`src/gsq_pkg.sv`:
```
// Shared types, constants and register codes of the satellite qualifier.
`timescale 1ns / 1ps

package gsq_pkg;

  // Default number of map slots and width of the map epoch tag.
  localparam int SAT_SLOTS_DEF = 256;
  localparam int EPOCH_W       = 8;

  // Configuration port.
  localparam int CFG_IDX_W  = 1;
  localparam int CFG_DATA_W = 15;
  localparam logic [CFG_IDX_W-1:0] CFG_ELEV_MASK = 1'b0;
  localparam logic [CFG_IDX_W-1:0] CFG_CN0_THR   = 1'b1;

  // Register reset values.
  localparam logic signed [14:0] ELEV_MASK_RST = 15'sd1000;
  localparam logic [7:0]         CN0_THR_RST   = 8'd120;

  // Magnitudes at or below these mark a measurement as absent.
  localparam logic signed [43:0] PR_LIMIT = 44'sd16;
  localparam logic signed [47:0] CP_LIMIT = 48'sd256;

  // Satellite number ranges of the four systems.
  localparam logic [7:0] GPS_MIN = 8'd1;
  localparam logic [7:0] GPS_MAX = 8'd39;
  localparam logic [7:0] GAL_MIN = 8'd41;
  localparam logic [7:0] GAL_MAX = 8'd70;
  localparam logic [7:0] BDS_MIN = 8'd71;
  localparam logic [7:0] BDS_MAX = 8'd100;
  localparam logic [7:0] GLO_MIN = 8'd101;
  localparam logic [7:0] GLO_MAX = 8'd130;

  // Counter and flag slots of the systems.
  localparam int SYS_GPS = 0;
  localparam int SYS_GAL = 1;
  localparam int SYS_BDS = 2;
  localparam int SYS_GLO = 3;

  localparam logic [7:0] COUNT_MAX   = 8'hFF;
  localparam logic [2:0] MIN_SV_BASE = 3'd3;

  // One observation request.
  typedef struct packed {
    logic                receiver;
    logic [7:0]          prn;
    logic signed [14:0]  elevation;
    logic [7:0]          cn0;
    logic signed [43:0]  pseudorange;
    logic signed [47:0]  carrier_phase;
    logic [2:0]          lli;
    logic                has_ephemeris;
    logic [5:0]          health_code;
    logic                last;
  } obs_t;

  typedef logic [3:0][7:0] counts_t;

  // Commands from the pipeline to the base map.
  typedef struct packed {
    logic start_sweep;
    logic new_list;
    logic write;
  } map_cmd_t;

  // Status of the base map.
  typedef struct packed {
    logic busy;
    logic full;
    logic marked;
  } map_sts_t;

  // Judgment of one observation.
  typedef struct packed {
    logic       ok;
    counts_t    counts;
    logic [3:0] present;
  } verdict_t;

endpackage

```
`src/gsq_ram.sv`:
```
// Generic single-port-write RAM with one registered read port.
`timescale 1ns / 1ps

module gsq_ram #(
  parameter int WIDTH = gsq_pkg::EPOCH_W,
  parameter int DEPTH = gsq_pkg::SAT_SLOTS_DEF
) (
  input  logic                     clk_i,
  input  logic                     we_i,
  input  logic [$clog2(DEPTH)-1:0] waddr_i,
  input  logic [WIDTH-1:0]         wdata_i,
  input  logic [$clog2(DEPTH)-1:0] raddr_i,
  output logic [WIDTH-1:0]         rdata_o
);

  logic [WIDTH-1:0] mem_q [DEPTH];
  logic [WIDTH-1:0] rdata_q;

  // Write first in program order; a read of the address being written returns old data.
  always_ff @(posedge clk_i) begin
    if (we_i) begin
      mem_q[waddr_i] <= wdata_i;
    end
    rdata_q <= mem_q[raddr_i];
  end

  assign rdata_o = rdata_q;

endmodule

```
`src/gsq_map.sv`:
```
// Base satellite map: epoch-tagged RAM, clearing sweep and write forwarding.
`timescale 1ns / 1ps

module gsq_map #(
  parameter int SAT_SLOTS = gsq_pkg::SAT_SLOTS_DEF
) (
  input  logic                         clk_i,
  input  logic                         rst_ni,
  input  gsq_pkg::map_cmd_t            cmd_i,
  input  logic [$clog2(SAT_SLOTS)-1:0] wr_addr_i,
  input  logic [$clog2(SAT_SLOTS)-1:0] rd_addr_i,
  output gsq_pkg::map_sts_t            sts_o
);

  import gsq_pkg::*;

  localparam int ADDR_W = $clog2(SAT_SLOTS);

  logic [EPOCH_W-1:0] epoch_q;
  logic [EPOCH_W-1:0] epoch_d;
  logic               sweep_q;
  logic [ADDR_W-1:0]  sweep_cnt_q;
  logic               fwd_q;
  logic               ram_we;
  logic [ADDR_W-1:0]  ram_waddr;
  logic [EPOCH_W-1:0] ram_wdata;
  logic [EPOCH_W-1:0] rd_tag;

  // A new base list moves to a fresh epoch, which clears the map at once.
  assign epoch_d = cmd_i.new_list ? epoch_q + EPOCH_W'(1) : epoch_q;

  // The sweep owns the write port; otherwise a kept base satellite is tagged.
  assign ram_we    = sweep_q | cmd_i.write;
  assign ram_waddr = sweep_q ? sweep_cnt_q : wr_addr_i;
  assign ram_wdata = sweep_q ? '0 : epoch_d;

  gsq_ram #(
    .WIDTH (EPOCH_W),
    .DEPTH (SAT_SLOTS)
  ) u_ram (
    .clk_i   (clk_i),
    .we_i    (ram_we),
    .waddr_i (ram_waddr),
    .wdata_i (ram_wdata),
    .raddr_i (rd_addr_i),
    .rdata_o (rd_tag)
  );

  // Epoch, clearing sweep and forwarding of a write to the same slot.
  // Reset starts in epoch one, so base satellites kept before the first base list
  // are tagged with a value that the swept RAM does not hold.
  always_ff @(posedge clk_i or negedge rst_ni) begin
    if (!rst_ni) begin
      epoch_q     <= EPOCH_W'(1);
      sweep_q     <= 1'b1;
      sweep_cnt_q <= '0;
      fwd_q       <= 1'b0;
    end else begin
      if (sweep_q) begin
        if (sweep_cnt_q == ADDR_W'(SAT_SLOTS - 1)) begin
          sweep_q     <= 1'b0;
          sweep_cnt_q <= '0;
        end else begin
          sweep_cnt_q <= sweep_cnt_q + ADDR_W'(1);
        end
      end else if (cmd_i.start_sweep) begin
        sweep_q <= 1'b1;
        epoch_q <= '0;
      end else begin
        epoch_q <= epoch_d;
      end
      fwd_q <= cmd_i.write && (wr_addr_i == rd_addr_i);
    end
  end

  // Epoch zero only lasts from a sweep request to the base list behind it and marks nothing.
  assign sts_o.marked = fwd_q || ((rd_tag == epoch_q) && (epoch_q != '0));
  assign sts_o.busy   = sweep_q;
  assign sts_o.full   = (epoch_q == '1);

endmodule

```
`src/gsq_judge.sv`:
```
// Observation checks and per-system counter update for one request.
`timescale 1ns / 1ps

module gsq_judge (
  input  gsq_pkg::obs_t           obs_i,
  input  logic signed [14:0]      elev_mask_i,
  input  logic [7:0]              cn0_thr_i,
  input  logic                    marked_i,
  input  logic                    in_map_i,
  input  logic                    list_start_i,
  input  gsq_pkg::counts_t        counts_i,
  input  logic [3:0]              present_i,
  output gsq_pkg::verdict_t       verdict_o
);

  import gsq_pkg::*;

  logic common_ok;
  logic ok;

  // Checks shared by both lists.
  assign common_ok = (obs_i.elevation > elev_mask_i) &&
                     (obs_i.cn0 > cn0_thr_i) &&
                     ((obs_i.pseudorange > PR_LIMIT) || (obs_i.pseudorange < -PR_LIMIT)) &&
                     ((obs_i.carrier_phase > CP_LIMIT) ||
                      (obs_i.carrier_phase < -CP_LIMIT)) &&
                     (obs_i.lli == 3'd0);

  // Base items need ephemeris and good health; rover items need a base match.
  assign ok = obs_i.receiver ?
              (common_ok && obs_i.has_ephemeris && (obs_i.health_code == 6'd0)) :
              (common_ok && in_map_i && marked_i);

  // Counters restart with the list, then the kept satellite's system is bumped.
  always_comb begin
    counts_t    cnt;
    logic [3:0] pres;
    cnt  = list_start_i ? '0 : counts_i;
    pres = list_start_i ? 4'd0 : present_i;
    if (ok) begin
      if (obs_i.prn <= GPS_MAX) begin
        pres[SYS_GPS] = 1'b1;
        if (obs_i.prn >= GPS_MIN && cnt[SYS_GPS] != COUNT_MAX) begin
          cnt[SYS_GPS] = cnt[SYS_GPS] + 8'd1;
        end
      end else if (obs_i.prn inside {[GAL_MIN:GAL_MAX]}) begin
        pres[SYS_GAL] = 1'b1;
        if (cnt[SYS_GAL] != COUNT_MAX) begin
          cnt[SYS_GAL] = cnt[SYS_GAL] + 8'd1;
        end
      end else if (obs_i.prn inside {[BDS_MIN:BDS_MAX]}) begin
        pres[SYS_BDS] = 1'b1;
        if (cnt[SYS_BDS] != COUNT_MAX) begin
          cnt[SYS_BDS] = cnt[SYS_BDS] + 8'd1;
        end
      end else if (obs_i.prn inside {[GLO_MIN:GLO_MAX]}) begin
        pres[SYS_GLO] = 1'b1;
        if (cnt[SYS_GLO] != COUNT_MAX) begin
          cnt[SYS_GLO] = cnt[SYS_GLO] + 8'd1;
        end
      end
    end
    verdict_o.ok      = ok;
    verdict_o.counts  = cnt;
    verdict_o.present = pres;
  end

endmodule

```
`src/gnss_satellite_qualifier.sv`:
```
// Top level of the GNSS satellite qualifier: input stage, judgment and result register.
`timescale 1ns / 1ps

// Usage:
// Observations enter on the in channel (in_valid_i / in_stall_o), one per request,
// base list first, each list closed by last_i. Every observation yields one result on
// the out channel (out_valid_o / out_stall_i) with the keep decision, the running
// per-system counts of the current list and the minimum satellite number.
// An accepted request is held in the input register, judged, and its result is
// loaded into the result register. One request is taken per cycle while in_stall_o
// is low; the judgment between the two registers is combinational, and the base map
// RAM is read when a request is accepted. After reset, and again each time the 8-bit
// map epoch tag runs out (254 base lists after reset, every 255 after that), all
// SAT_SLOTS slots of the map RAM are swept, during which in_stall_o is high
// (configuration writes still land). Reset sets elevation mask 1000 and C/N0
// threshold 120. When the receiver stalls, the result holds, the next request
// waits in the input register, and in_stall_o rises once both are full.
// Configuration writes are taken whenever cfg_we_i is high.

module gnss_satellite_qualifier #(
  parameter int SAT_SLOTS = gsq_pkg::SAT_SLOTS_DEF
) (
  input  logic                            clk_i,
  input  logic                            rst_ni,
  // Configuration port
  input  logic                            cfg_we_i,
  input  logic [gsq_pkg::CFG_IDX_W-1:0]   cfg_index_i,
  input  logic [gsq_pkg::CFG_DATA_W-1:0]  cfg_data_i,
  // Observation channel
  input  logic                            in_valid_i,
  output logic                            in_stall_o,
  input  logic                            receiver_i,
  input  logic [7:0]                      prn_i,
  input  logic signed [14:0]              elevation_i,
  input  logic [7:0]                      cn0_i,
  input  logic signed [43:0]              pseudorange_i,
  input  logic signed [47:0]              carrier_phase_i,
  input  logic [2:0]                      lli_i,
  input  logic                            has_ephemeris_i,
  input  logic [5:0]                      health_code_i,
  input  logic                            last_i,
  // Result channel
  output logic                            out_valid_o,
  input  logic                            out_stall_i,
  output logic [7:0]                      sat_id_o,
  output logic                            accepted_o,
  output logic [7:0]                      gps_count_o,
  output logic [7:0]                      galileo_count_o,
  output logic [7:0]                      beidou_count_o,
  output logic [7:0]                      glonass_count_o,
  output logic [2:0]                      min_sv_num_o,
  output logic                            list_end_o
);

  import gsq_pkg::*;

  localparam int ADDR_W = $clog2(SAT_SLOTS);

  logic signed [14:0] elev_mask_q;
  logic [7:0]         cn0_thr_q;

  logic               s1_valid_q;
  obs_t               s1_q;
  logic               s1_go;
  logic               in_acc;
  logic               need_new;

  logic               list_starting_q;
  counts_t            counts_q;
  logic [3:0]         present_q;

  logic               out_valid_q;
  logic [7:0]         sat_id_q;
  logic               accepted_q;
  counts_t            out_counts_q;
  logic [2:0]         min_sv_q;
  logic               list_end_q;

  map_cmd_t           map_cmd;
  map_sts_t           map_sts;
  logic [ADDR_W-1:0]  rd_addr;
  logic [ADDR_W-1:0]  s1_addr;
  logic               in_map;
  verdict_t           verdict;

  // Configuration registers.
  always_ff @(posedge clk_i or negedge rst_ni) begin
    if (!rst_ni) begin
      elev_mask_q <= ELEV_MASK_RST;
      cn0_thr_q   <= CN0_THR_RST;
    end else if (cfg_we_i) begin
      case (cfg_index_i)
        CFG_ELEV_MASK: elev_mask_q <= cfg_data_i;
        CFG_CN0_THR:   cn0_thr_q   <= cfg_data_i[7:0];
        default: ;
      endcase
    end
  end

  // Handshake: the held request moves on when the map is ready and the result slot frees.
  assign need_new   = s1_q.receiver && list_starting_q;
  assign s1_go      = s1_valid_q && !map_sts.busy && !(need_new && map_sts.full) &&
                      (!out_valid_q || !out_stall_i);
  assign in_stall_o = map_sts.busy || (s1_valid_q && !s1_go);
  assign in_acc     = in_valid_i && !in_stall_o;

  // Input register.
  always_ff @(posedge clk_i or negedge rst_ni) begin
    if (!rst_ni) begin
      s1_valid_q <= 1'b0;
    end else begin
      s1_valid_q <= in_acc || (s1_valid_q && !s1_go);
    end
  end

  always_ff @(posedge clk_i) begin
    if (in_acc) begin
      s1_q.receiver      <= receiver_i;
      s1_q.prn           <= prn_i;
      s1_q.elevation     <= elevation_i;
      s1_q.cn0           <= cn0_i;
      s1_q.pseudorange   <= pseudorange_i;
      s1_q.carrier_phase <= carrier_phase_i;
      s1_q.lli           <= lli_i;
      s1_q.has_ephemeris <= has_ephemeris_i;
      s1_q.health_code   <= health_code_i;
      s1_q.last          <= last_i;
    end
  end

  // Map lookup: a held request rereads its own slot, otherwise the incoming one is read.
  assign s1_addr = ADDR_W'(s1_q.prn);
  assign rd_addr = (s1_valid_q && !s1_go) ? s1_addr : ADDR_W'(prn_i);
  assign in_map  = (ADDR_W + 1)'(s1_q.prn) < (ADDR_W + 1)'(SAT_SLOTS);

  assign map_cmd.start_sweep = s1_valid_q && need_new && map_sts.full && !map_sts.busy;
  assign map_cmd.new_list    = s1_go && need_new;
  assign map_cmd.write       = s1_go && s1_q.receiver && verdict.ok && in_map;

  gsq_map #(
    .SAT_SLOTS (SAT_SLOTS)
  ) u_map (
    .clk_i     (clk_i),
    .rst_ni    (rst_ni),
    .cmd_i     (map_cmd),
    .wr_addr_i (s1_addr),
    .rd_addr_i (rd_addr),
    .sts_o     (map_sts)
  );

  gsq_judge u_judge (
    .obs_i        (s1_q),
    .elev_mask_i  (elev_mask_q),
    .cn0_thr_i    (cn0_thr_q),
    .marked_i     (map_sts.marked),
    .in_map_i     (in_map),
    .list_start_i (list_starting_q),
    .counts_i     (counts_q),
    .present_i    (present_q),
    .verdict_o    (verdict)
  );

  // List state.
  always_ff @(posedge clk_i or negedge rst_ni) begin
    if (!rst_ni) begin
      list_starting_q <= 1'b1;
      counts_q        <= '0;
      present_q       <= 4'd0;
    end else if (s1_go) begin
      list_starting_q <= s1_q.last;
      counts_q        <= verdict.counts;
      present_q       <= verdict.present;
    end
  end

  // Result register.
  always_ff @(posedge clk_i or negedge rst_ni) begin
    if (!rst_ni) begin
      out_valid_q <= 1'b0;
    end else begin
      out_valid_q <= s1_go || (out_valid_q && out_stall_i);
    end
  end

  always_ff @(posedge clk_i) begin
    if (s1_go) begin
      sat_id_q     <= s1_q.prn;
      accepted_q   <= verdict.ok;
      out_counts_q <= verdict.counts;
      min_sv_q     <= MIN_SV_BASE + 3'($countones(verdict.present));
      list_end_q   <= s1_q.last;
    end
  end

  assign out_valid_o     = out_valid_q;
  assign sat_id_o        = sat_id_q;
  assign accepted_o      = accepted_q;
  assign gps_count_o     = out_counts_q[SYS_GPS];
  assign galileo_count_o = out_counts_q[SYS_GAL];
  assign beidou_count_o  = out_counts_q[SYS_BDS];
  assign glonass_count_o = out_counts_q[SYS_GLO];
  assign min_sv_num_o    = min_sv_q;
  assign list_end_o      = list_end_q;

endmodule
```
`config.mk`:
```
export PLATFORM = sky130hd
export DESIGN_NAME = gnss_satellite_qualifier
export DESIGN_NICKNAME = d
export VERILOG_FILES = /design/src/gsq_pkg.sv /design/src/gsq_ram.sv /design/src/gsq_map.sv /design/src/gsq_judge.sv /design/src/gnss_satellite_qualifier.sv
export SDC_FILE = /design/constraint.sdc
export NUM_CORES = 2
export LEC_CHECK = 0
export BUFFER_PORTS_ARGS = -buffer_cell sky130_fd_sc_hd__clkbuf_2
export CORE_UTILIZATION = 35
export DETAILED_ROUTE_END_ITERATION = 10
export PLACE_DENSITY_LB_ADDON = 0.08
export SLEW_MARGIN = 10
export SYNTH_ARGS = -nofsm -noshare
export SYNTH_HDL_FRONTEND = slang
export SYNTH_SLANG_ARGS = --single-unit
```
`constraint.sdc`:
```
create_clock -name clk_i -period 10.2 [get_ports clk_i]
set_clock_uncertainty 0.05 [all_clocks]
set_input_delay 1.53 -clock clk_i [delete_from_list [all_inputs] [get_ports clk_i]]
set_output_delay 1.53 -clock clk_i [all_outputs]
set_load 0.005 [all_outputs]
```
# --- Word level (Yosys, flattened, before mapping) ---
# Memories as Yosys holds them, arrays and structs flattened. A register that Yosys moved wholly into a read port is not among the register bits.
# Index checks and enable logic that the tools add are counted.
word_totals:
  regBits: 260
  latchBits: 0
  mem_bits_rw: 2048
  rom_bits: 0
  out_inout_bits: 47
  mem_count: 1
mem_list:
  columns: ["name", "depth", "width", "read_ports", "rd_clocked_by_memory_dff", "write_ports", "line", "rtl"]
  rows:
  - ["u_map.u_ram.mem_q", 256, 8, 1, 1, 1, "gsq_ram.sv:16", "logic [WIDTH-1:0] mem_q [DEPTH];"]
classes:
  add_sub_neg: 10
  mul: 0
  n_div: 0
  order_cmp: 14
  eq_ne: 8
  shift: 0
  mux: 34
  n_bitwise: 2
  reduce_logical: 45
ops:
  columns: ["cell", "count"]
  rows:
  - ["$mux W8", 15]
  - ["$mux W32", 2]
  - ["$add A8 B1 Y8 const B", 6]
  - ["$gt A48 B10 Y1 const B", 1]
  - ["$lt A48 B9 Y1 const B", 1]
  - ["$gt A44 B6 Y1 const B", 1]
  - ["$lt A44 B5 Y1 const B", 1]
  - ["$ne A8 B8 Y1 const B", 4]
  - ["$logic_and A1 B1 Y1", 27]
  - ["$mux W24", 1]
  - ["$eq A8 B8 Y1", 2]
  - ["$eq A8 B8 Y1 const B", 2]
  - ["$ge A8 B7 Y1 const B", 2]
  - ["$le A8 B7 Y1 const B", 2]
  - ["$mux W16", 1]
  - ["$gt A15 B15 Y1", 1]
  - ["$mux W1", 11]
  - ["$ge A8 B1 Y1 const B", 1]
  - ["$ge A8 B6 Y1 const B", 1]
  - ["$gt A8 B8 Y1", 1]
  - ["$le A8 B6 Y1 const B", 1]
  - ["$le A8 B8 Y1 const B", 1]
  - ["$mux W4", 2]
  - ["$reduce_bool A8 Y1", 1]
  - ["12 further kinds", 25]

# --- Longest topological paths before layout ---
depth:
  ltp_word: 12
  mapped_depth: 16

# --- By module ---
# From an unflattened synthesis, not the netlist that was laid out.
hier_totals:
  cells_unflattened: 4573
  hier_area_um2: 91260.0
modules_own_cells:
  columns: ["mod", "instances", "cells_per_inst", "area_per_inst_um2"]
  rows:
  - ["gsq_ram", 1, 3733, 79556.3]
  - ["gnss_satellite_qualifier", 1, 348, 8147.8]
  - ["gsq_judge", 1, 333, 2160.8]
  - ["gsq_map", 1, 159, 1395.1]

# --- Worst setup path before layout ---
# No wires, ideal clock.
synth_path:
  path_kind: "in2reg"
  startpoint: "input out_stall_i"
  endpoint: "memory u_map.u_ram.mem_q[0][5] (netlist bit), data pin"
  setup_time_ns: 1.580
  t_arrival_ns: 9.820
  path_slack_ns: -1.250
  path_stages: 6
  path_buffers: 0
  cell_sequence: "nand2_1 -> nand3_1 -> nor3_1 -> nand4_1 -> or3_1 -> a21oi_1"
synth_between:
  elab_chain_cells: 6
synth_lines:
  columns: ["item", "line", "rtl"]
  rows:
  - ["from (decl)", "gnss_satellite_qualifier.sv:44", "input logic out_stall_i,"]
  - ["$logic_not A1 Y1", "gnss_satellite_qualifier.sv:103", "(!out_valid_q || !out_stall_i);"]
  - ["$logic_or A1 B1 Y1", "gnss_satellite_qualifier.sv:103", null]
  - ["$logic_and A1 B1 Y1", "gnss_satellite_qualifier.sv:102", "assign s1_go = s1_valid_q && !map_sts.busy && !(need_new && map_sts.full) &&"]
  - ["$logic_and A1 B1 Y1", "gnss_satellite_qualifier.sv:137", "assign map_cmd.new_list = s1_go && need_new;"]
  - ["$mux W8", "gsq_map.sv:30", "assign epoch_d = cmd_i.new_list ? epoch_q + EPOCH_W'(1) : epoch_q;"]
  - ["$mux W8", "gsq_map.sv:35", "assign ram_wdata = sweep_q ? '0 : epoch_d;"]
  - ["net u_map.ram_wdata[5]", "gsq_map.sv:26", "logic [EPOCH_W-1:0] ram_wdata;"]
  - ["to (decl)", "gsq_ram.sv:16", null]
# The timed path passes the listed nets, and every way through them passes these cells.

# --- Worst setup path after layout ---
layout_path:
  startpoint: "register cn0_thr_q[6]"
  endpoint: "memory u_map.u_ram.mem_q[69][2] (netlist bit) (enable)"
layout_between:
  elab_chain_cells: 12
  elab_cells_between_ends: 13
  classes_between: "1 x order compare; 3 x mux; 1 x bitwise; 8 x reduce/logical"
layout_lines:
  columns: ["item", "line", "rtl"]
  rows:
  - ["from (decl)", "gnss_satellite_qualifier.sv:60", "logic [7:0] cn0_thr_q;"]
  - ["from (signal assigned)", "gnss_satellite_qualifier.sv:94", "CFG_CN0_THR: cn0_thr_q <= cfg_data_i[7:0];"]
  - ["$gt A8 B8 Y1 (*)", "gsq_judge.sv:23", "(obs_i.cn0 > cn0_thr_i) &&"]
  - ["$logic_and A1 B1 Y1 (*)", "gsq_judge.sv:22", "assign common_ok = (obs_i.elevation > elev_mask_i) &&"]
  - ["$logic_and A1 B1 Y1 (*)", "gsq_judge.sv:23", null]
  - ["$logic_and A1 B1 Y1 (*)", "gsq_judge.sv:24", "((obs_i.pseudorange > PR_LIMIT) || (obs_i.pseudorange < -PR_LIMIT)) &&"]
  - ["$logic_and A1 B1 Y1 (*)", "gsq_judge.sv:26", "(obs_i.carrier_phase < -CP_LIMIT)) &&"]
  - ["$logic_and A1 B1 Y1 (2 in series)", "gsq_judge.sv:31", "(common_ok && obs_i.has_ephemeris && (obs_i.health_code == 6'd0)) :"]
  - ["$mux W1 (*)", "gsq_judge.sv:30", "assign ok = obs_i.receiver ?"]
  - ["net u_judge.ok", "gsq_judge.sv:19", "logic ok;"]
  - ["$logic_and A1 B1 Y1 (*)", "gnss_satellite_qualifier.sv:138", "assign map_cmd.write = s1_go && s1_q.receiver && verdict.ok && in_map;"]
  - ["$or A1 B1 Y1 (*)", "gsq_map.sv:33", "assign ram_we = sweep_q | cmd_i.write;"]
  - ["$mux W1 (*)", "gsq_ram.sv:21", "if (we_i) begin"]
  - ["$mux W1 (not written as such) (*)", "gsq_ram.sv:22", "mem_q[waddr_i] <= wdata_i;"]
# Mark *: on every way through the listed nets, which the timed path passes. The rest lies on a longest branch.

==> reports/metrics.cfg <==
[worst_setup_path]
path_buf_inv = 2
criticalPathCategory = reg -> reg
start_kind = flop
crit_path_cell_trace = inv_1, ha_1, nand4_1, o21ai_0, nor3_1, o311ai_0, nor4b_2, nand2_1, inv_1, a41o_1, nand2_1, nor2_1
cp.required_ns = 10.68
path_delay_family = simple AND/OR/NAND/NOR gates
arrival_ns = 7.14
cpPeakStageDelay_ns = 1.10
endpoint_kind = flop
critical_path_peak_fanout = 16
reg2reg_setup_slack_ns = 3.54
cp_slowest_cell = nor4b_2

[drt]
route.detailed.drc = 0
vias = 58900
avgViaCountPerCell = 5.48
wl_per_cell_um = 29.7
drtPass1Iterations = 6
drtAntennaViolNets = 0
drt-initial-drc-count = 5449
routed_wl_mm = 319

[placement]
gp_congestion = 0.818
dpl_cell_area_sq_mm = 0.0988
port-buffer-count = 202
detailed_place_hpwl_mm = 189

[sta]
max_slew_margin_pct = 11.7
setup_viol = 0
hold_viol_final = 0
fin_crit_sh_pct = 65.3
tns_ns = 0
worst_slew_pin_slew_ns = 1.31
grt_setup_unrepaired = false
fin_crit_ns = 6.66
report.final.slew_viol_count = 0
max_freq_ghz = 0.150

[yosys]
synth_top_family_by_area = simple AND/OR/NAND/NOR gates
synth-compound-area-share_pct = 6.37
syn-num-nets = 7033
synth_cell_type_count = 86
yosysWarnings = 0
yosys.area_share.simple_pct = 12.4
synth_enable_flop_cells = 2228
synth_xor_xnor_area_share_pct = 0.374
yosys.area.top_type = edfxtp_1
synth_mux_area_share_pct = 4.14
synth_top_area_share_pct = 71.4
synthArstFlopShare_pct = 3.45
ys_seq_elements = 2316
synth_ff_type = edfxtp_1
syn_inst = 6844
seq_area_frac_synth_pct = 73.8
synth_area_leaders = edfxtp_1, nand2_1, mux2i_1
avgSynthCellArea_sq_um = 13.7
synth_area_sq_mm = 0.0937
synth_fa_ha_area_share_pct = 0.449

[hold_path]
holdCritPathClass = reg -> reg

[floorplan]
num_rows = 189
dieHeight_um = 519
fp.dieArea_sq_mm = 0.270
die_x_um = 519
core_sq_mm = 0.266
initial_core_util_pct = 35.3
ios = 203

[status]
outcome = finished, final reports clean

[clock_network]
cts_buffers = 278
cts_root_buf = clkbuf_16
clk_latency_ns = 0.94
postCtsHoldBufs = 0
cts_buffer_depth = 4
ctsResizeCount = 0
clkSlewWorstSetupHoldPaths_ns = 0.05
cts_setup_buffers = 0
clock_sinks = 2316
cts_tree = built
h-tree-depth = 5

[pwr]
max-vdd-ir-drop_mv = 0.194
leakagePower_nw = 37.9
power_mw = 23.3
powerDensity_mw_per_mm2 = 218

[finish]
drive_gt1_share_pct = 11.0
syn2layout_area_growth_pct = 14.4
final_area_sq_mm = 0.107
final_nets = 7223

[global_route]
antenna_found_initial = 16
grt-ovfl-total = 0
grt_first_pass_wirelength_mm = 450
track_usage_pct = 23.3
grt_pass1_vias = 57400
grt_max_degree = 156

[run]
drv_cap = 0

==> flip-flops by register name (all words and copies together) (netlist names), 15 cells and up <==
register / count
u_map.u_ram.mem_q: 2048
elev_mask_q: 15
counts_q: 32
s1_q: 127
==> metal layers <==
| layer | wire length, um | GRT usage (%) | part of all wire (%) |
|---|---|---|---|
| met5 | 0 | 0 | 0 |
| met4 | 8680 | 6.57 | 2.7 |
| met1 | 143000 | 33.1 | 45 |
| met2 | 150000 | 37.1 | 47 |
| met3 | 17700 | 3.14 | 5.5 |
==> final timing paths <==
path / start / to / cells past startpoint
min reg2reg: s1_q[0] / list_end_o / 0
min: s1_q[0] / list_end_o / 0
max: cn0_thr_q[6] / u_map.u_ram.mem_q[69][2] / 12
max reg2reg: cn0_thr_q[6] / u_map.u_ram.mem_q[69][2] / 12
max in group asynchronous: rst_ni / counts_q[7] / 2
min in group asynchronous: rst_ni / elev_mask_q[4] / 1
==> report_power, final <==
group | internal, mW | total, mW | switching (mW)
combinational | 0.555 | 2.76 | 2.20
sequential | 11.2 | 11.3 | 0.0972
clock | 5.47 | 9.30 | 3.83
total | 17.2 | 23.3 | 6.13
==> cell families after synthesis <==
| logic type | count (synthesis) |
|---|---|
| multiplexers | 384 |
| buffers and inverters | 495 |
| AO/OA/AOI/OAI | 893 |
| flip-flops | 2316 |
| XOR/XNOR | 40 |
| adder cells (fa/ha/maj) | 33 |
| AND/OR/NAND/NOR | 2683 |
==> cells in the mapped netlist (31+ instances only) <==
cell and n:
nor3_1 98, dfrtp_1 67, nor4_1 55, a21oi_1 242
o22ai_1 77, mux2i_1 359, o221ai_1 125, a31oi_1 101
a311oi_1 31, buf_2 162, nand2_1 1479, buf_1 41
nand4_1 105, clkbuf_1 169, nand3_1 486, buf_4 55
edfxtp_1 2228, o21ai_0 131, and3_1 74, nor2_1 318
inv_1 58, ha_1 32
==> cell type report <==
type                            count  area (sq um)
Clock buffer                      363          7460
Antenna cell                        8          20.0
Tap cell                         3533          4420
Sequential cell                  2316         69100
Clock inverter                    101           828
Inverter                           58           218
Fill cell                       24800        158000
Multi-Input combinational cell   4033         22600
Timing Repair Buffer              347          2460
==> stage by stage <==
step,worst slack [ns],instances,hold slack (ns),util [%]
after floorplan,0.0451,6844,0.374,-
after global placement,2.68,10300,0.386,37.2
after detailed placement,2.91,10300,0.404,37.2
after CTS,3.45,10800,0.395,40.3
after global routing,3.19,10800,0.428,40.3
final,3.54,10800,0.413,40.3
==> layout by cell type (no fill, tap or decap), drive strengths merged, types with 8 or more instances in the layout <==
cell type,count
and3,74
o31ai,15
o22ai,77
edfxtp,2228
a22oi,14
dfrtp,67
nor2b,21
a21oi,243
dfxtp,8
nor2,318
a311oi,31
inv,65
nand2b,10
ha,32
clkbuf,564
a2111oi,9
or3,8
nand2,1479
xnor2,22
a31oi,102
xor2,18
o311ai,9
buf,146
o41ai,18
nand4,106
o32ai,13
clkinv,80
o21ai,138
nor3,99
o31a,11
a21o,11
nor4,55
a31o,8
bufinv,14
mux2i,360
o221ai,125
diode,8
mux2,24
nand3,486
dfstp,13
(Power assumes the default switching activity.)
